==> src/rtl/bett_pkg.sv <==
`default_nettype none

package bett_pkg;

  // table size and register reset
  localparam int unsigned MAX_EVENTS_DEF = 64;
  localparam logic [31:0] SPB_RESET      = 32'd1572864000;

  // field widths
  localparam int unsigned BEAT_W  = 32;
  localparam int unsigned SAMP_W  = 16;
  localparam int unsigned VEL_W   = 7;
  localparam int unsigned SLOT_W  = 6;
  localparam int unsigned START_W = 48;
  localparam int unsigned LEN_W   = 16;
  localparam int unsigned SPB_W   = 32;

  // input beat modes
  localparam logic [1:0] MODE_ADD   = 2'd0;
  localparam logic [1:0] MODE_CLEAR = 2'd1;
  localparam logic [1:0] MODE_BLOCK = 2'd2;

  typedef enum logic {
    ST_IDLE,
    ST_SCAN
  } state_e;

  // one table entry as stored in the event memory
  typedef struct packed {
    logic [BEAT_W-1:0] beat;
    logic [SAMP_W-1:0] sample;
    logic [VEL_W-1:0]  velocity;
  } event_t;

  // one result beat
  typedef struct packed {
    logic [SAMP_W-1:0] fired_sample;
    logic [VEL_W-1:0]  fired_velocity;
    logic [SLOT_W-1:0] fired_slot;
    logic              last_in_block;
  } res_t;

  // push request from the scan control to the output stage
  typedef struct packed {
    logic push;
    res_t res;
  } push_t;

endpackage

`default_nettype wire

==> src/rtl/bett_event_mem.sv <==
`default_nettype none

module bett_event_mem #(
  parameter int unsigned DEPTH = bett_pkg::MAX_EVENTS_DEF,
  parameter int unsigned AW    = 6
) (
  input  wire logic             clk_i,
  input  wire logic             we_i,
  input  wire logic [AW-1:0]    waddr_i,
  input  wire bett_pkg::event_t wdata_i,
  input  wire logic             re_i,
  input  wire logic [AW-1:0]    raddr_i,
  output bett_pkg::event_t      rdata_o
);

  bett_pkg::event_t mem [DEPTH];
  bett_pkg::event_t rdata_q;

  // single write port
  always_ff @(posedge clk_i) begin
    if (we_i) begin
      mem[waddr_i] <= wdata_i;
    end
  end

  // registered read port, holds while not enabled
  always_ff @(posedge clk_i) begin
    if (re_i) begin
      rdata_q <= mem[raddr_i];
    end
  end

  assign rdata_o = rdata_q;

endmodule

`default_nettype wire

==> config.mk <==
export PLATFORM = sky130hd
export DESIGN_NAME = bett_event_mem
export DESIGN_NICKNAME = d
export VERILOG_FILES = /design/src/rtl/bett_pkg.sv /design/src/rtl/bett_event_mem.sv
export SDC_FILE = /design/constraint.sdc
export NUM_CORES = 2
export LEC_CHECK = 0
export BUFFER_PORTS_ARGS = -buffer_cell sky130_fd_sc_hd__buf_2
export CAP_MARGIN = 20
export CORE_MARGIN = 1.5
export CORE_UTILIZATION = 25
export DETAILED_ROUTE_END_ITERATION = 7
export PLACE_DENSITY = 0.48
export SLEW_MARGIN = 20
export SYNTH_ARGS = -nofsm -noshare
export SYNTH_HDL_FRONTEND = slang
export SYNTH_SLANG_ARGS = --single-unit
==> constraint.sdc <==
create_clock -name clk_i -period 8 [get_ports clk_i]
set_input_delay 0.4 -clock clk_i [delete_from_list [all_inputs] [get_ports clk_i]]
set_output_delay 0.4 -clock clk_i [all_outputs]
set_load 0.02 [all_outputs]
==> impl_metrics.csv <==
group,metric,value,unit
synthesis,synth_fp_nets,5771,
clock_network,cts_sinks,3575,
global_route,antenna_found_initial,56,
synthesis,synth_xor_area_share,0,%
hold_path,hp-class,"input port to register",
synthesis,ys_types,38,
detailed_routing,num_vias,65355,
setup_path,required,8.83,ns
detailed_routing,viasPerCell,4.810,
detailed_routing,drc_errors,12,
pwr,p_clk_share,42.3,%
pwr,pwr-share-seq,53.0,%
sta,setup_slack,4.357,ns
synthesis,synth_top_family_by_area,"multiplexers",
placed_design,place_ws,3.286,ns
clock_network,cts_buffers,362,
floorplan,ios,125,
synthesis,synth-simple-area-share,0.9939,%
clock_network,cts_max_level,5,
global_route,grt_pass1_wl,556200,um
global_route,grt.overflow.total,0,
sta,period_needed,3.643,ns
clock_network,cts_tree,"yes",
sta,final-max-slew-violation-count,0,
synthesis,synth-seq-cells,3575,
pwr,internal-power,30.81,mW
sta,fin_setup_tns,0,ns
clock_network,clk_latency,0.96,ns
floorplan,rows,269,
setup_path,crit_chain,"buf_8 > buf_4 > nor2_1 > nand2_2 > buf_4 > o22ai_1 > nor4_1 > o22a_1",
synthesis,synthCells,5701,
floorplan,die_h,736.7,um
floorplan,start_util,25.08,%
detailed_routing,routed_wl,407800,um
layout,area_delta_synth_final,16.58,%
sta,worstMarginPinSlew,1.203,ns
clock_network,cts_root_buf,"clkbuf_16",
sta,finalHoldViolCount,0,
detailed_routing,drt_iter0_markers,8168,
placed_design,gp_congestion,0.7502,
synthesis,synth.area.mux_share,15.38,%
placed_design,post-dp-hpwl,224400,um
setup_path,end_kind,"register",
synthesis,synth_compound_area_share,2.706,%
layout,drive_gt1_share,27.99,%
clock_network,cts-resized-gates,0,
synthesis,synth_area_leaders,"edfxtp_1 (80%), mux4_2 (14%), mux2i_1 (0.95%)",
global_route,grt_max_degree,133,
detailed_routing,first_pass_iters,7,
setup_path,crit_path_max_incr_delay,0.86,ns
global_route,grt_pass1_vias,66368,
pwr,combPwrFrac,4.7,%
setup_path,arrival,4.47,ns
detailed_routing,antenna_left,0,
setup_path,crit_slowest_cell,"nor4_1",
global_route,grtUsageTotal,14.60,%
synthesis,yosysTopAreaCell,"edfxtp_1",
synthesis,syn_area,134600,um2
clock_network,clock_path_buffers,4,
pwr,p_sw_share,21.72,%
sta,slew_headroom,19.83,%
setup_path,cp_common_cell,"buf_4",
synthesis,ys_seq_area_share,79.77,%
setup_path,start_kind,"input port",
setup_path,cp_max_fo,53,
floorplan,dieArea,542700,um2
pwr,p_leak,47.22,nW
sta,finalCritPeriodShare,45.54,%
hold_path,min_path_cells,1,
outcome,status,"finished, violations left",
setup_path,path_class,"input port to register",
synthesis,avgSynthCellArea,23.61,um2
synthesis,synth_top_area_share,79.77,%
layout,nets,6168,
pwr,p_sw,8.548,mW
sta,fmax,274.5,MHz
floorplan,dieWidth,736.7,um
pwr,irDropWorstVdd,0.0001812,V
sta,finalSetupViolCount,0,
sta,rsz0062_at_grt,"no",
clock_network,path_clk_slew,0.06,ns
sta,fin_skew,0.06062,ns
pwr,cellPowerDensity,250.9,nW/um2
synthesis,synth_warnings,0,
detailed_routing,wire_per_inst,30.01,um
placed_design,port_buffers,124,
synthesis,synthAdderAreaFrac,0,%
setup_path,r2r_cells,5,
floorplan,core,536500,um2
outcome,violations,"design-rule violations",
flow_run,maxCapViolations,0,
stage by stage:
step | total power, mW | cell area [um2] | instances | utilization (%) | hold WS [ns]
floorplan | 22.20 | 134600 | 5701 | - | 0.4989
global placement | 23.09 | 144900 | 12882 | 27.01 | 0.8733
detailed placement | 23.13 | 144900 | 12883 | 27.01 | 0.8872
CTS | 39.72 | 156400 | 13536 | 29.15 | 0.05825
global route | 40.50 | 156900 | 13581 | 29.24 | 0.004347
finish | 39.36 | 156900 | 13588 | 29.24 | 0.008138
power by group through the flow:
| stage | Clock (mW) | Combinational, mW | Sequential, mW |
|---|---|---|---|
| 5_1_grt | 17.7 | 1.95 | 20.9 |
| 3_5_place_dp | 0 | 1.84 | 21.3 |
| 3_3_place_gp | 0 | 1.82 | 21.3 |
| 4_1_cts | 17.0 | 1.84 | 20.9 |
| 6_report | 16.7 | 1.83 | 20.9 |
| 2_1_floorplan | 0 | 0.958 | 21.2 |
cell usage after synthesis:
| library cell | count |
|---|---|
| a211oi_1 | 13 |
| a21oi_1 | 79 |
| a221oi_1 | 39 |
| a22o_1 | 18 |
| a22oi_1 | 35 |
| and2_1 | 4 |
| and3_1 | 11 |
| buf_1 | 22 |
| buf_2 | 138 |
| buf_4 | 30 |
| buf_6 | 6 |
| clkbuf_1 | 126 |
| clkbuf_2 | 2 |
| edfxtp_1 | 3575 |
| mux2_2 | 40 |
| mux2i_1 | 128 |
| mux4_2 | 842 |
| nand2_1 | 29 |
| nand2b_1 | 14 |
| nand3_1 | 16 |
| nand3b_1 | 5 |
| nand4_1 | 2 |
| nand4b_1 | 1 |
| nor2_1 | 102 |
| nor2_2 | 1 |
| nor2b_1 | 24 |
| nor3_1 | 4 |
| nor4_1 | 44 |
| o211ai_1 | 1 |
| o21a_1 | 9 |
| o21ai_0 | 9 |
| o21ai_1 | 12 |
| o221ai_1 | 74 |
| o22a_1 | 35 |
| o22ai_1 | 200 |
| or2_2 | 6 |
| or3_1 | 3 |
| or3b_2 | 2 |
cells in the final DEF (no fill, tap or decap), types with 18 or more instances in the layout:
cell,n
mux4_2,842
o22ai_1,200
nor2_4,63
nor2_1,39
bufinv_16,30
nor2b_1,20
o22a_1,35
clkinv_1,91
a221oi_1,39
a22oi_1,35
clkbuf_1,79
a21oi_1,79
mux2i_1,128
buf_4,218
diode_2,20
o221ai_1,74
nor4_1,44
dlygate4sd3_1,27
buf_2,89
clkinv_2,59
nand2_1,22
clkbuf_16,366
edfxtp_1,3575
a22o_1,18
mux2_2,40
registers in the layout (all words and copies together), names as in the netlist:
name	count
mem	3520
rdata_o	55
final cells by class:
| cell class | instances | area, um2 |
|---|---|---|
| Fill cell | 52097 | 379600 |
| Clock inverter | 208 | 2007 |
| Clock buffer | 445 | 9455 |
| Timing Repair Buffer | 357 | 2808 |
| Antenna cell | 20 | 50.05 |
| Sequential cell | 3575 | 107400 |
| Tap cell | 7181 | 8985 |
| Multi-Input combinational cell | 1802 | 26230 |
worst max-delay path: cells and delay by family:
family,cells,cell delay [ns]
AO/OA/AOI/OAI,2,0.44
AND/OR/NAND/NOR,3,1.60
buffers and inverters,3,1.72
cells by family after synthesis:
logic type / after synthesis
flops: 3575
simple gates: 268
buf+inv: 324
compound gates: 524
mux: 1010
what timing repair did:
action,in CTS,in global routing
hold buffers,0,27
setup buffers,0,0
hold endpoints to repair,0,422
setup endpoints to repair,0,0
path summary, 6_finish.rpt:
| path | slack (ns) | end | from |
|---|---|---|---|
| worst max-delay path | 4.36 | rdata_o[54] | raddr_i[2] |
| worst max register to register | 5.51 | rdata_o[21] | mem[10][21] |
| worst min-delay path | 0.008 | mem[56][37] | wdata_i[37] |
| worst min register to register | 0.89 | rdata_o[17] | mem[7][17] |
per-layer routing:
layer | routed length, um | track usage [%] | share of wire [%]
met1 | 176100 | 20.56 | 43
met2 | 194300 | 23.84 | 48
met5 | 64 | 0 | 0.016
met4 | 9292 | 3.161 | 2.3
met3 | 28010 | 2.288 | 6.9
No activity file was read; power rests on OpenSTA's default activity.
