$ cat config.mk
export PLATFORM = sky130hd
export DESIGN_NAME = bett_out_stage_flat
export DESIGN_NICKNAME = d
export VERILOG_FILES = /design/src/rtl/bett_pkg.sv /design/src/rtl/bett_out_if.sv /design/src/rtl/bett_out_stage.sv /design/src/flat_wrapper.sv
export SDC_FILE = /design/constraint.sdc
export NUM_CORES = 1
export LEC_CHECK = 0
export ABC_AREA = 1
export BUFFER_PORTS_ARGS = -buffer_cell sky130_fd_sc_hd__clkbuf_2
export CELL_PAD_IN_SITES_DETAIL_PLACEMENT = 1
export CELL_PAD_IN_SITES_GLOBAL_PLACEMENT = 2
export CORE_AREA = 2 2 68 70
export CTS_CLUSTER_DIAMETER = 30
export DETAILED_ROUTE_END_ITERATION = 12
export DIE_AREA = 0 0 70 72
export PLACE_DENSITY_LB_ADDON = 0.1
export SKIP_CTS_REPAIR_TIMING = 1
export SYNTH_ARGS = -nofsm -noshare
export SYNTH_HDL_FRONTEND = slang
export SYNTH_SLANG_ARGS = --single-unit
$ cat constraint.sdc
create_clock -name clk_i -period 0.8 [get_ports clk_i]
set_clock_uncertainty 0.2 [all_clocks]
set_input_delay 0.12 -clock clk_i [delete_from_list [all_inputs] [get_ports clk_i]]
set_output_delay 0.12 -clock clk_i [all_outputs]
set_load 0.02 [all_outputs]
$ cat src/rtl/bett_pkg.sv
`default_nettype none

package bett_pkg;

  // table size and register reset
  localparam int unsigned MAX_EVENTS_DEF = 64;
  localparam logic [31:0] SPB_RESET      = 32'd1572864000;

  // field widths
  localparam int unsigned BEAT_W  = 32;
  localparam int unsigned SAMP_W  = 16;
  localparam int unsigned VEL_W   = 7;
  localparam int unsigned SLOT_W  = 6;
  localparam int unsigned START_W = 48;
  localparam int unsigned LEN_W   = 16;
  localparam int unsigned SPB_W   = 32;

  // input beat modes
  localparam logic [1:0] MODE_ADD   = 2'd0;
  localparam logic [1:0] MODE_CLEAR = 2'd1;
  localparam logic [1:0] MODE_BLOCK = 2'd2;

  typedef enum logic {
    ST_IDLE,
    ST_SCAN
  } state_e;

  // one table entry as stored in the event memory
  typedef struct packed {
    logic [BEAT_W-1:0] beat;
    logic [SAMP_W-1:0] sample;
    logic [VEL_W-1:0]  velocity;
  } event_t;

  // one result beat
  typedef struct packed {
    logic [SAMP_W-1:0] fired_sample;
    logic [VEL_W-1:0]  fired_velocity;
    logic [SLOT_W-1:0] fired_slot;
    logic              last_in_block;
  } res_t;

  // push request from the scan control to the output stage
  typedef struct packed {
    logic push;
    res_t res;
  } push_t;

endpackage

`default_nettype wire

$ cat src/rtl/bett_out_if.sv
`default_nettype none

interface bett_out_if;
  logic                         valid;
  logic                         ready;
  logic [bett_pkg::SAMP_W-1:0]  fired_sample;
  logic [bett_pkg::VEL_W-1:0]   fired_velocity;
  logic [bett_pkg::SLOT_W-1:0]  fired_slot;
  logic                         last_in_block;

  modport source (
    output valid, fired_sample, fired_velocity, fired_slot, last_in_block,
    input  ready
  );

  modport sink (
    input  valid, fired_sample, fired_velocity, fired_slot, last_in_block,
    output ready
  );
endinterface

`default_nettype wire

$ cat src/rtl/bett_out_stage.sv
`default_nettype none

module bett_out_stage (
  input  wire logic           clk_i,
  input  wire logic           rst_ni,
  input  wire bett_pkg::push_t push_i,
  output logic                free_o,
  bett_out_if.source          out_o
);

  logic           valid_q;
  bett_pkg::res_t res_q;

  // register is free when empty or being taken this cycle
  assign free_o = !valid_q || out_o.ready;

  always_ff @(posedge clk_i or negedge rst_ni) begin
    if (!rst_ni) begin
      valid_q <= 1'b0;
    end else if (push_i.push) begin
      valid_q <= 1'b1;
    end else if (out_o.ready) begin
      valid_q <= 1'b0;
    end
  end

  // payload
  always_ff @(posedge clk_i) begin
    if (push_i.push) begin
      res_q <= push_i.res;
    end
  end

  assign out_o.valid          = valid_q;
  assign out_o.fired_sample   = res_q.fired_sample;
  assign out_o.fired_velocity = res_q.fired_velocity;
  assign out_o.fired_slot     = res_q.fired_slot;
  assign out_o.last_in_block  = res_q.last_in_block;

endmodule

`default_nettype wire

$ cat src/flat_wrapper.sv
// flat-port wrapper written by rule: the top's interface ports become plain ports
module bett_out_stage_flat 
  (clk_i, rst_ni, push_i, free_o, out_o_valid, out_o_fired_sample, out_o_fired_velocity, out_o_fired_slot, out_o_last_in_block, out_o_ready);
  bett_out_if out_o_i ();
  input  wire logic clk_i;
  input  wire logic rst_ni;
  input  wire bett_pkg::push_t push_i;
  output logic free_o;
  output wire logic [$bits(out_o_i.valid)-1:0] out_o_valid;
  output wire logic [$bits(out_o_i.fired_sample)-1:0] out_o_fired_sample;
  output wire logic [$bits(out_o_i.fired_velocity)-1:0] out_o_fired_velocity;
  output wire logic [$bits(out_o_i.fired_slot)-1:0] out_o_fired_slot;
  output wire logic [$bits(out_o_i.last_in_block)-1:0] out_o_last_in_block;
  input wire logic [$bits(out_o_i.ready)-1:0] out_o_ready;
  assign out_o_valid = out_o_i.valid;
  assign out_o_fired_sample = out_o_i.fired_sample;
  assign out_o_fired_velocity = out_o_i.fired_velocity;
  assign out_o_fired_slot = out_o_i.fired_slot;
  assign out_o_last_in_block = out_o_i.last_in_block;
  assign out_o_i.ready = out_o_ready;
  bett_out_stage u_core (.clk_i(clk_i), .rst_ni(rst_ni), .push_i(push_i), .free_o(free_o), .out_o(out_o_i));
endmodule
==> impl_metrics.csv <==
group,metric,value,unit
routing,drt_first_pass_iters,4,
clock_network,cts_root_buffer,"clkbuf_8",
run,maxCapViolations,0,
pwr,power_density,2280,mW/mm2
synth,ys_seq_elements,31,
clock_network,clk_latency,0.27,ns
setup_path,critPathBufInv,1,
setup_path,slowest_stage,"dfrtp_2",
clock_network,cts.htree.levels,2,
routing,drt-total-wl,2020,um
synth,synth.avg_cell_area,27.0,um2
setup_path,max_stage_delay,0.42,ns
synth,async_reset_ff_share,3.23,%
synth,netlist.area_leader.share,95.2,%
setup_path,reg2reg_slack,-0.12,ns
clock_network,clockBufferDepth,2,
synth,ys.flop_type,"edfxtp_1",
global_route,grt_max_degree,20,
routing,num_vias,604,
global_route,grt_pass1_wl,3330,um
setup_path,crit_fanout,2,
pwr,switching_share,23.3,%
synth,synth_edf_count,30,
cells_and_area,multiInputGateArea,17.5,um2
pwr,peakVddDrop,896,uV
hold_path,min-delay-start,"push_i[9]",
place,placed_cells,154,
setup_path,reg2reg_to,"u_core.out_o.valid",
synth,syn_inst,35,
sta,worst_slew_pin_slew,0.118,ns
setup_path,path_delay_family,"flip-flops",
sta,setup_violations,33,
synth,ys_warn_count,0,
pwr,power_switching,0.843,mW
sta,slew_violations,0,
global_route,grt-ovfl-total,0,
pwr,cellInternalPower,2.78,mW
clock_network,cts_made_buffers,5,
global_route,grt_pass1_vias,649,
sta,tns,-10.41,ns
global_route,antenna_found_initial,0,
floorplan,die_area,0.00504,mm2
routing,routedWlPerCell,12.3,um
clock_network,clk_pin_slew,0.06,ns
hold_path,min_path_type,"input pin to flip-flop",
pwr,p_clk_share,31.4,%
routing,routed_via_density,3.68,
run_status,violations,"hold timing, setup timing",
synth,synth_area,946,um2
pwr,leakage,0.692,nW
setup_path,cp-end-kind,"primary output",
synth,synth_most_common_cell,"edfxtp_1",
cells_and_area,regArea,927,um2
hold_path,min_path_cells,1,
synth,ys_seq_area_share,97.9,%
synth,synth_fp_nets,69,
floorplan,fp.coreArea,0.00426,mm2
synth,synth_common_cells,"30 x edfxtp_1, 2 x inv_1, 2 x nand2_2, 1 x dfrtp_1",
synth,synthDistinctLibCells,4,
routing,drc,0,
pwr,p_comb_share,14.2,%
global_route,grt_usage,9.00,%
sta,fmax,842,MHz
sta,hold_violations,32,
setup_path,rr_startpoint,"u_core.out_o.valid",
cells_and_area,num-nets-final,145,
cells_and_area,layout.cells.non_filler,164,
floorplan,io_pins,66,
setup_path,arrival,0.87,ns
sta,finalCritPeriodShare,148,%
sta,slew_headroom,92.1,%
floorplan,num_rows,24,
routing,drtIter0Drc,35,
floorplan,die_w,70,um
setup_path,cp.required,0.48,ns
place,dp_hpwl,1590,um
setup_path,start_kind,"flip-flop",
clock_network,cts_tree,"done",
setup_path,critPathKind,"flip-flop to primary output",
floorplan,die_h,72,um
pwr,p_seq_share,54.4,%
cells_and_area,drive_above_1_share,68.8,%
run_status,status,"finished with violations",
setup_path,path_cells,"nand2_4, buf_6",
routing,drtAntennaViolNets,0,
sta,fin_crit,1.19,ns
synth,synth_area_leaders,"edfxtp_1 95%, dfrtp_1 2.6%, nand2_2 1.3%, inv_1 0.79%",
sta,setup_ws,-0.387,ns
place,portBuffers,65,
floorplan,initial_core_util,22.2,%
place,gp_congestion,0.621,
sta,rsz0062_at_grt,"true",
cells_and_area,syn_to_final_growth,67.9,%
cells_and_area,antenna_cells,0,
clock_network,cts_sinks,31,
synth,synth_top_area_cell,"edfxtp_1",
hold_path,hold_path_end,"u_core.out_o.fired_velocity[2]",
cells_and_area,fillers,448,
setup_path,reg2reg_depth,3,
sta,holdWs,-0.185,ns
[worst reg2reg max path: cells and delay by family, from the launching register on]
family	cells	cell delay, ns
DFF	1	0.42
buffers and inverters	1	0.10
and+or+nand+nor	2	0.09
[cells in the final DEF (no fill, tap or decap), types with 2 or more instances in the layout]
master / synthesis / final
clkbuf_2: 0 / 33
edfxtp_1: 30 / 30
buf_6: 0 / 17
buf_2: 0 / 15
clkbuf_8: 0 / 5
inv_1: 2 / 2
clkbuf_1: 0 / 2
buf_12: 0 / 2
[worst max-delay path by stage]
stage                                      end               start  depth (start not counted)
global route                            free_o  u_core.out_o.valid                          2
floorplan                   u_core.out_o.valid  u_core.out_o.valid                          2
detailed placement  u_core.out_o.fired_slot[0]          push_i[30]                          2
finish                                  free_o  u_core.out_o.valid                          2
global placement                        free_o  u_core.out_o.valid                          2
CTS                                     free_o  u_core.out_o.valid                          2
[registers in the layout, indices dropped and copies added (netlist names)]
signal,count
u_core.out_o.fired_sample,16
u_core.out_o.fired_slot,6
u_core.out_o.fired_velocity,7
u_core.out_o.last_in_block,1
u_core.out_o.valid,1
[area by class of cell]
type	instances	share of cell area, %
repair buffers	69	30.8
inverters	2	0.473
well taps	52	4.10
clock buffers	7	4.81
clock inverters	1	0.315
multi-input cells	2	1.10
flip-flops and latches	31	58.4
[power by group through the flow]
stage               sequential [mW]  clock (mW)  combinational, mW
detailed placement             2.00           0              0.435
floorplan                      2.16           0             0.0148
global route                   1.99        1.26              0.544
CTS                            1.96        1.20              0.436
global placement               1.99           0              0.431
finish                         1.97        1.14              0.514
[routing by layer]
layer / GRT usage [%] / vias to the layer above / wire, um
li1: - / 285 / -
met1: 9.18 / 277 / 707
met2: 14.9 / 39 / 1070
met3: 5.14 / 3 / 209
met4: 4.49 / 0 / 36
met5: 0 / - / 0
[cells by family (layout without fill, tap and decap cells)]
group / after synthesis / in the layout / synth area share, %
and+or+nand+nor: 2 / 2 / 1.32
buffers and inverters: 2 / 79 / 0.794
DFF: 31 / 31 / 97.9
[per-stage QoR]
stage | worst slack, ns | total power, mW | utilization [%] | area [um2]
floorplan | -0.114 | 2.18 | - | 952
global placement | -0.142 | 2.42 | 32.4 | 1380
detailed placement | -0.149 | 2.43 | 32.4 | 1380
CTS | -0.457 | 3.59 | 34.3 | 1460
global route | -0.428 | 3.79 | 37.2 | 1590
finish | -0.387 | 3.62 | 37.2 | 1590
Note: power is estimated with default switching activity, not from simulation.
