File: src/rtl/bett_pkg.sv
`default_nettype none

package bett_pkg;

  // table size and register reset
  localparam int unsigned MAX_EVENTS_DEF = 64;
  localparam logic [31:0] SPB_RESET      = 32'd1572864000;

  // field widths
  localparam int unsigned BEAT_W  = 32;
  localparam int unsigned SAMP_W  = 16;
  localparam int unsigned VEL_W   = 7;
  localparam int unsigned SLOT_W  = 6;
  localparam int unsigned START_W = 48;
  localparam int unsigned LEN_W   = 16;
  localparam int unsigned SPB_W   = 32;

  // input beat modes
  localparam logic [1:0] MODE_ADD   = 2'd0;
  localparam logic [1:0] MODE_CLEAR = 2'd1;
  localparam logic [1:0] MODE_BLOCK = 2'd2;

  typedef enum logic {
    ST_IDLE,
    ST_SCAN
  } state_e;

  // one table entry as stored in the event memory
  typedef struct packed {
    logic [BEAT_W-1:0] beat;
    logic [SAMP_W-1:0] sample;
    logic [VEL_W-1:0]  velocity;
  } event_t;

  // one result beat
  typedef struct packed {
    logic [SAMP_W-1:0] fired_sample;
    logic [VEL_W-1:0]  fired_velocity;
    logic [SLOT_W-1:0] fired_slot;
    logic              last_in_block;
  } res_t;

  // push request from the scan control to the output stage
  typedef struct packed {
    logic push;
    res_t res;
  } push_t;

endpackage

`default_nettype wire

File: src/rtl/bett_in_if.sv
`default_nettype none

interface bett_in_if;
  logic                          valid;
  logic                          ready;
  logic [1:0]                    mode;
  logic [bett_pkg::BEAT_W-1:0]   beat_position;
  logic [bett_pkg::SAMP_W-1:0]   sample_id_in;
  logic [bett_pkg::VEL_W-1:0]    velocity_in;
  logic [bett_pkg::START_W-1:0]  block_start;
  logic [bett_pkg::LEN_W-1:0]    block_length;
  logic                          playing;

  modport source (
    output valid, mode, beat_position, sample_id_in, velocity_in,
           block_start, block_length, playing,
    input  ready
  );

  modport sink (
    input  valid, mode, beat_position, sample_id_in, velocity_in,
           block_start, block_length, playing,
    output ready
  );
endinterface

`default_nettype wire

File: src/rtl/bett_ctrl.sv
`default_nettype none

module bett_ctrl #(
  parameter int unsigned MAX_EVENTS = bett_pkg::MAX_EVENTS_DEF,
  parameter int unsigned AW         = 6,
  parameter int unsigned CW         = 7
) (
  input  wire logic                        clk_i,
  input  wire logic                        rst_ni,
  input  wire logic [bett_pkg::SPB_W-1:0]  spb_i,
  bett_in_if.sink                          in_i,
  output logic                             mem_we_o,
  output logic [AW-1:0]                    mem_waddr_o,
  output bett_pkg::event_t                 mem_wdata_o,
  output logic                             mem_re_o,
  output logic [AW-1:0]                    mem_raddr_o,
  input  wire bett_pkg::event_t            mem_rdata_i,
  output bett_pkg::push_t                  push_o,
  input  wire logic                        out_free_i
);

  localparam int unsigned EW = bett_pkg::START_W + 1;

  bett_pkg::state_e state_q, state_d;

  logic [CW-1:0]               count_q;
  logic [MAX_EVENTS-1:0]       fired_q;
  logic [bett_pkg::START_W-1:0] last_start_q;
  logic                        last_valid_q;
  logic [bett_pkg::START_W-1:0] start_q;
  logic [EW-1:0]               end_q;

  // scan pipeline: issue index, read stage, product stage
  logic [CW-1:0]               idx0_q;
  logic                        v1_q;
  logic [AW-1:0]               idx1_q;
  logic                        v2_q;
  logic [AW-1:0]               idx2_q;
  logic [bett_pkg::BEAT_W-1:0] pos2_q;
  logic [bett_pkg::SAMP_W-1:0] samp2_q;
  logic [bett_pkg::VEL_W-1:0]  vel2_q;

  // pending hit, held until it is known whether it ends the block
  logic                        pend_v_q;
  bett_pkg::res_t              pend_q;

  logic                        acc;
  logic                        issue;
  logic                        hit;
  logic                        stall;
  logic                        adv;
  logic                        drain;
  logic                        can_add;
  logic [63:0]                 prod;
  logic [EW-1:0]               pos_ext;

  assign in_i.ready = (state_q == bett_pkg::ST_IDLE);
  assign acc        = in_i.valid && in_i.ready;
  assign can_add    = (count_q < CW'(MAX_EVENTS));

  // append write into the event memory
  assign mem_we_o    = acc && (in_i.mode == bett_pkg::MODE_ADD) && can_add;
  assign mem_waddr_o = count_q[AW-1:0];
  assign mem_wdata_o = '{beat:     in_i.beat_position,
                         sample:   in_i.sample_id_in,
                         velocity: in_i.velocity_in};

  // scan handshake between stages
  assign pos_ext  = EW'(pos2_q);
  assign issue    = (state_q == bett_pkg::ST_SCAN) && (idx0_q < count_q);
  assign hit      = v2_q && !fired_q[idx2_q] &&
                    (pos_ext >= EW'(start_q)) && (pos_ext < end_q);
  assign stall    = hit && pend_v_q && !out_free_i;
  assign adv      = (state_q == bett_pkg::ST_SCAN) && !stall;
  assign drain    = (state_q == bett_pkg::ST_SCAN) && !issue && !v1_q && !v2_q;

  assign mem_re_o    = issue && adv;
  assign mem_raddr_o = idx0_q[AW-1:0];

  // sample position multiply, registered before the window compare
  assign prod = 64'(mem_rdata_i.beat) * 64'(spb_i);

  // result push: older hit goes out when a newer one arrives or at the end
  always_comb begin
    push_o.push = 1'b0;
    push_o.res  = pend_q;
    if (adv && hit && pend_v_q) begin
      push_o.push              = 1'b1;
      push_o.res.last_in_block = 1'b0;
    end else if (drain && pend_v_q && out_free_i) begin
      push_o.push              = 1'b1;
      push_o.res.last_in_block = 1'b1;
    end
  end

  // next state
  always_comb begin
    state_d = state_q;
    unique case (state_q)
      bett_pkg::ST_IDLE: begin
        if (acc && (in_i.mode == bett_pkg::MODE_BLOCK) && in_i.playing &&
            (count_q != '0)) begin
          state_d = bett_pkg::ST_SCAN;
        end
      end
      bett_pkg::ST_SCAN: begin
        if (drain && (!pend_v_q || out_free_i)) begin
          state_d = bett_pkg::ST_IDLE;
        end
      end
      default: state_d = bett_pkg::ST_IDLE;
    endcase
  end

  always_ff @(posedge clk_i or negedge rst_ni) begin
    if (!rst_ni) begin
      state_q <= bett_pkg::ST_IDLE;
    end else begin
      state_q <= state_d;
    end
  end

  // table control state and fired flags
  always_ff @(posedge clk_i or negedge rst_ni) begin
    if (!rst_ni) begin
      count_q      <= '0;
      fired_q      <= '0;
      last_start_q <= '0;
      last_valid_q <= 1'b0;
      idx0_q       <= '0;
      v1_q         <= 1'b0;
      v2_q         <= 1'b0;
      pend_v_q     <= 1'b0;
    end else begin
      if (acc) begin
        unique case (in_i.mode)
          bett_pkg::MODE_ADD: begin
            if (can_add) begin
              fired_q[count_q[AW-1:0]] <= 1'b0;
              count_q                  <= count_q + 1'b1;
            end
          end
          bett_pkg::MODE_CLEAR: begin
            count_q <= '0;
            fired_q <= '0;
          end
          bett_pkg::MODE_BLOCK: begin
            if (last_valid_q && (in_i.block_start < last_start_q)) begin
              fired_q <= '0;
            end
            last_start_q <= in_i.block_start;
            last_valid_q <= 1'b1;
            idx0_q       <= '0;
            v1_q         <= 1'b0;
            v2_q         <= 1'b0;
          end
          default: ;
        endcase
      end
      if (adv) begin
        idx0_q <= idx0_q + CW'(issue);
        v1_q   <= issue;
        v2_q   <= v1_q;
        if (hit) begin
          fired_q[idx2_q] <= 1'b1;
          pend_v_q        <= 1'b1;
        end
      end
      if (drain && pend_v_q && out_free_i) begin
        pend_v_q <= 1'b0;
      end
    end
  end

  // scan payload registers
  always_ff @(posedge clk_i) begin
    if (acc && (in_i.mode == bett_pkg::MODE_BLOCK)) begin
      start_q <= in_i.block_start;
      end_q   <= EW'(in_i.block_start) + EW'(in_i.block_length);
    end
    if (adv) begin
      idx1_q <= idx0_q[AW-1:0];
      if (v1_q) begin
        pos2_q  <= prod[63:32];
        samp2_q <= mem_rdata_i.sample;
        vel2_q  <= mem_rdata_i.velocity;
        idx2_q  <= idx1_q;
      end
      if (hit) begin
        pend_q.fired_sample   <= samp2_q;
        pend_q.fired_velocity <= vel2_q;
        pend_q.fired_slot     <= bett_pkg::SLOT_W'(idx2_q);
        pend_q.last_in_block  <= 1'b0;
      end
    end
  end

endmodule

`default_nettype wire

File: src/flat_wrapper.sv
// flat-port wrapper written by rule: the top's interface ports become plain ports
module bett_ctrl_flat 
#(
  parameter int unsigned MAX_EVENTS = bett_pkg::MAX_EVENTS_DEF,
  parameter int unsigned AW         = 6,
  parameter int unsigned CW         = 7
)
  (clk_i, rst_ni, spb_i, mem_we_o, mem_waddr_o, mem_wdata_o, mem_re_o, mem_raddr_o, mem_rdata_i, push_o, out_free_i, in_i_valid, in_i_mode, in_i_beat_position, in_i_sample_id_in, in_i_velocity_in, in_i_block_start, in_i_block_length, in_i_playing, in_i_ready);
  bett_in_if in_i_i ();
  input  wire logic clk_i;
  input  wire logic rst_ni;
  input  wire logic [bett_pkg::SPB_W-1:0] spb_i;
  output logic mem_we_o;
  output logic [AW-1:0] mem_waddr_o;
  output bett_pkg::event_t mem_wdata_o;
  output logic mem_re_o;
  output logic [AW-1:0] mem_raddr_o;
  input  wire bett_pkg::event_t mem_rdata_i;
  output bett_pkg::push_t push_o;
  input  wire logic out_free_i;
  input wire logic [$bits(in_i_i.valid)-1:0] in_i_valid;
  input wire logic [$bits(in_i_i.mode)-1:0] in_i_mode;
  input wire logic [$bits(in_i_i.beat_position)-1:0] in_i_beat_position;
  input wire logic [$bits(in_i_i.sample_id_in)-1:0] in_i_sample_id_in;
  input wire logic [$bits(in_i_i.velocity_in)-1:0] in_i_velocity_in;
  input wire logic [$bits(in_i_i.block_start)-1:0] in_i_block_start;
  input wire logic [$bits(in_i_i.block_length)-1:0] in_i_block_length;
  input wire logic [$bits(in_i_i.playing)-1:0] in_i_playing;
  output wire logic [$bits(in_i_i.ready)-1:0] in_i_ready;
  assign in_i_i.valid = in_i_valid;
  assign in_i_i.mode = in_i_mode;
  assign in_i_i.beat_position = in_i_beat_position;
  assign in_i_i.sample_id_in = in_i_sample_id_in;
  assign in_i_i.velocity_in = in_i_velocity_in;
  assign in_i_i.block_start = in_i_block_start;
  assign in_i_i.block_length = in_i_block_length;
  assign in_i_i.playing = in_i_playing;
  assign in_i_ready = in_i_i.ready;
  bett_ctrl #(.MAX_EVENTS(MAX_EVENTS), .AW(AW), .CW(CW)) u_core (.clk_i(clk_i), .rst_ni(rst_ni), .spb_i(spb_i), .in_i(in_i_i), .mem_we_o(mem_we_o), .mem_waddr_o(mem_waddr_o), .mem_wdata_o(mem_wdata_o), .mem_re_o(mem_re_o), .mem_raddr_o(mem_raddr_o), .mem_rdata_i(mem_rdata_i), .push_o(push_o), .out_free_i(out_free_i));
endmodule
File: config.mk
export PLATFORM = sky130hd
export DESIGN_NAME = bett_ctrl_flat
export DESIGN_NICKNAME = d
export VERILOG_FILES = /design/src/rtl/bett_pkg.sv /design/src/rtl/bett_in_if.sv /design/src/rtl/bett_ctrl.sv /design/src/flat_wrapper.sv
export SDC_FILE = /design/constraint.sdc
export NUM_CORES = 2
export LEC_CHECK = 0
export CELL_PAD_IN_SITES_DETAIL_PLACEMENT = 1
export CELL_PAD_IN_SITES_GLOBAL_PLACEMENT = 2
export CORE_MARGIN = 8
export CORE_UTILIZATION = 46
export CTS_CLUSTER_SIZE = 20
export DETAILED_ROUTE_END_ITERATION = 10
export DONT_BUFFER_PORTS = 1
export PLACE_DENSITY_LB_ADDON = 0.15
export REMOVE_ABC_BUFFERS = 1
export SYNTH_ARGS = -nofsm -noshare
export SYNTH_HDL_FRONTEND = slang
export SYNTH_SLANG_ARGS = --single-unit
File: constraint.sdc
create_clock -name clk_i -period 13.1 [get_ports clk_i]
set_clock_uncertainty 0.2 [all_clocks]
set_input_delay 0.655 -clock clk_i [delete_from_list [all_inputs] [get_ports clk_i]]
set_output_delay 0.655 -clock clk_i [all_outputs]
set_load 0.03 [all_outputs]
==> results list <==
- The tightest hold path in the finished design has a slack of 0.0379 ns.
- Total congestion overflow: 0
* Share of the synthesized area in the top cell type: 36.1%
- Summing the sequential cell areas from Yosys gives 18.3% of the chip area.
- The critical path in this run is classified as in2reg.
- Leading area contributor after synthesis: sky130_fd_sc_hd__fa_1
* # DRC: 0
- Number of top-level pins: 314
* Total iterations of the first detailed-routing run: 7
- Worst path arrival time: 8.61 ns
- Total of warnings raised by yosys: 0
- The initial antenna violation count was 5.
* Total setup violations reported at the end of the flow: 0
* First-iteration detailed-routing DRC count: 1,794
* Sum of routed wire length over all layers: 163,000 µm
* Largest family of logic cells by synthesized area: adder cells
- Critical Path Sink Type: register
* Worst R2R Setup Slack: 8.77 ns
* Nature of the critical path startpoint: primary input
- Clock-pin slew was measured on the worst setup and hold paths at 0.06 ns.
* P&R area growth vs syn: 4.69%
- Number of global-route vias before repair: 41,600
* Min-Delay Startpoint: in_i_block_start[47]
* Clock Path Buffers: 3
* TritonCTS clock tree: built
- In this run the mean area of a mapped cell was 9.59 µm².
* Data required time at the worst endpoint: 13.20 ns
- After Yosys synthesis, and, or, nand and nor cells account for 16.1% of the synthesized area.
- Summing the areas of all compound-gate instances in the mapped netlist gives 6.68% of the synthesized area.
- End of the worst register-to-register path: u_core.fired_q[61]
* Cells taking the most area after synthesis: sky130_fd_sc_hd__fa_1, sky130_fd_sc_hd__edfxtp_1, sky130_fd_sc_hd__ha_1
- Number of max-cap violations: 0
- Of the cells placed in the final design, the portion with a size suffix greater than 1 is 1.86%.
* Routed length per placed instance: 25.5 µm
* Root buffer cell: sky130_fd_sc_hd__clkbuf_16
- For the finished layout, the period the worst path requires is 8.51 ns.
- Standard-cell row count: 120
- Measured against its own limit, the worst slew margin works out to 31.9%.
- Of the total synthesized cell area, the portion taken by XOR and XNOR cells is 1.39%.
- Seq cells post-synth: 324
- Using the TritonRoute via totals, the vias-per-cell ratio works out to 5.56.
* Worst Reg2Reg Path Length in Cells: 11
* Number of enable-type register cells in the synthesized netlist: 193
- Number of sinks on the clock net: 324
- Count of input and output buffers: 0
- Path type of the worst min-delay path: in2reg
* Actual transition at the worst max-transition pin: 1.02 ns
- Total die area: 119,000 µm²
- Post-detailed-route count of antenna-violating nets: 0
* Post-Syn Area: 49,600 µm²
* Max Fanout on Critical Path: 32
* Global-route wire length before repair: 255,000 µm
- Adder-cell area share of the yosys netlist: 46.1%
- CTS buffer count: 37
* Max frequency: 0.117 GHz
* Multiplexer fraction of the synthesized cell area: 0.572%
- The number of endpoints with negative hold slack in the final report came to 0.
* H-Tree Level Count: 2
* Starting utilization of the core area: 46.4%
- Count of distinct cell types in the synthesized netlist: 79
- Die boundary height: 345 µm
- Outcome: complete, no violations
* Floorplan die width: 345 µm
- Final net count: 6,474
* Top flip-flop cell by instance count after synthesis: sky130_fd_sc_hd__edfxtp_1
- Final period util: 65.0%
* Dominant cell by count in the synthesized netlist: sky130_fd_sc_hd__inv_1
- Post-CTS timing repair inserted 0 buffers for setup.
- Detailed routing inserted a total of 35,600 vias.
* Commonest cells post-synth: sky130_fd_sc_hd__inv_1, sky130_fd_sc_hd__fa_1, sky130_fd_sc_hd__and2_1
- Entering global routing, the biggest net connects 132 pins.
- Setup repair after global routing left no endpoint under its margin.
* Crit Reg-Reg Startpoint: u_core.idx2_q[0]
- Synthesis handed over a netlist of 5,176 instances.
- Placed wire-length estimate: 116,000 µm
* Hold-critical path endpoint: u_core.last_start_q[47]
* Clock latency on the worst-skew pair: 0.56 ns
- The final max-slew violation count came to 0.
* Synth async-reset ratio: 40.4%
- Along the worst hold path, the cell count comes to 2.
- Final weighted congestion in routability-driven placement: 0.842
- In this run the standard cell core region covers 107,000 µm².
* Sum Neg Setup Slack: 0 ns
- Global routing used 28.3% of the available tracks.
per-layer routing:
layer	vias to the layer above	global-route usage (%)	routed length, µm
li1	15500	-	-
met1	18800	34.5	65700
met2	1015	49.8	82000
met3	322	5.85	9580
met4	10	8.93	5580
met5	-	1.50	264
worst max-delay path, cell delays in order:
cell                       delay [ns]
sky130_fd_sc_hd__and2_1          0.18
sky130_fd_sc_hd__fa_1            0.57
sky130_fd_sc_hd__fa_1            0.45
sky130_fd_sc_hd__fa_1            0.55
sky130_fd_sc_hd__inv_1           0.07
sky130_fd_sc_hd__fa_1            0.54
sky130_fd_sc_hd__inv_1           0.04
sky130_fd_sc_hd__ha_1            0.28
sky130_fd_sc_hd__ha_1            0.34
sky130_fd_sc_hd__fa_1            0.54
sky130_fd_sc_hd__inv_1           0.05
sky130_fd_sc_hd__fa_1            0.53
sky130_fd_sc_hd__inv_1           0.04
sky130_fd_sc_hd__ha_1            0.34
sky130_fd_sc_hd__a21oi_1         0.38
sky130_fd_sc_hd__o21ai_0         0.21
sky130_fd_sc_hd__a21oi_1         0.16
sky130_fd_sc_hd__o21ai_0         0.27
sky130_fd_sc_hd__a21oi_1         0.85
sky130_fd_sc_hd__a21oi_1         0.31
sky130_fd_sc_hd__a21bo_2         0.31
sky130_fd_sc_hd__a21o_1          0.18
sky130_fd_sc_hd__a21oi_1         0.39
sky130_fd_sc_hd__o21bai_1        0.16
sky130_fd_sc_hd__xor2_1          0.16
flip-flops by register name, summed over array words and instances, names as in the netlist:
name / count
u_core.fired_q: 64
u_core.end_q: 49
u_core.last_start_q: 48
u_core.start_q: 48
u_core.pos2_q: 32
u_core.push_o: 29
u_core.samp2_q: 16
u_core.count_q: 7
u_core.idx0_q: 7
u_core.vel2_q: 7
u_core.idx1_q: 6
u_core.idx2_q: 6
u_core.last_valid_q: 1
u_core.pend_v_q: 1
u_core.state_q: 1
u_core.v1_q: 1
u_core.v2_q: 1
final cells by class:
| type | count | area (µm²) |
|---|---|---|
| multi-input combinational | 3499 | 35200 |
| tap | 1403 | 1760 |
| timing repair buffer | 83 | 826 |
| clock inverter | 17 | 201 |
| fill | 12000 | 55100 |
| sequential | 324 | 9070 |
| clock buffer | 51 | 1030 |
| antenna | 3 | 7.51 |
| inverter | 1024 | 3840 |
metrics by stage:
step                instances  util, %  cell area [µm²]  setup WS [ns]
finish                   6404     48.5            52000           4.59
global route             6401     48.5            52000           4.24
CTS                      6401     48.5            52000           4.67
detailed placement       6259     46.7            50000           4.07
global placement         6259     46.7            50000           4.20
floorplan                4847        -            48100           5.34
worst max path at each step:
stage	start	end	depth (start not counted)
floorplan	spb_i[2]	u_core.pos2_q[30]	25
global placement	spb_i[7]	u_core.pos2_q[28]	25
detailed placement	spb_i[7]	u_core.pos2_q[22]	25
CTS	spb_i[7]	u_core.pos2_q[22]	25
global route	spb_i[7]	u_core.pos2_q[22]	25
finish	spb_i[7]	u_core.pos2_q[18]	25
cell usage in the layout, fill, tap and decap left out, drive strengths merged, types with 7 or more instances in the layout:
cell type | Yosys | routed
a21o | 47 | 47
a221oi | 12 | 12
xnor2 | 55 | 55
o21bai | 13 | 13
nand2 | 615 | 615
nor2b | 26 | 26
nor2 | 67 | 67
nor4 | 10 | 10
edfxtp | 193 | 193
o21a | 8 | 8
nor3 | 15 | 15
and3 | 25 | 25
buf | 81 | 10
mux2i | 7 | 7
nand3 | 108 | 108
fa | 896 | 896
a211oi | 10 | 10
clkbuf | 248 | 51
dlygate4sd3 | 0 | 73
mux2 | 7 | 7
inv | 1023 | 1026
nand4 | 34 | 34
and2 | 620 | 620
ha | 396 | 396
nand2b | 19 | 19
dfrtp | 131 | 131
a21oi | 89 | 89
o21ai | 233 | 233
clkinv | 1 | 9
a31oi | 7 | 7
o211ai | 69 | 69
xor2 | 24 | 24
repair_timing:
item	in CTS	in global routing
endpoints found under the hold margin	245	0
resized for setup	0	0
hold buffers	74	0
logic make-up (layout without fill, tap and decap cells):
kind of cell               Yosys count  in the layout
AOI/OAI and AO/OA                  540            540
xor gates and xnor gates            79             79
and+or+nand+nor                   1568           1568
muxes                               20             20
other                                0              3
DFF                                324            324
adders and majority gates         1292           1292
buffers and inverters             1353           1175
Power is not shown: default switching activity piles up to over one toggle a cycle in this logic, so the estimate is an artifact.
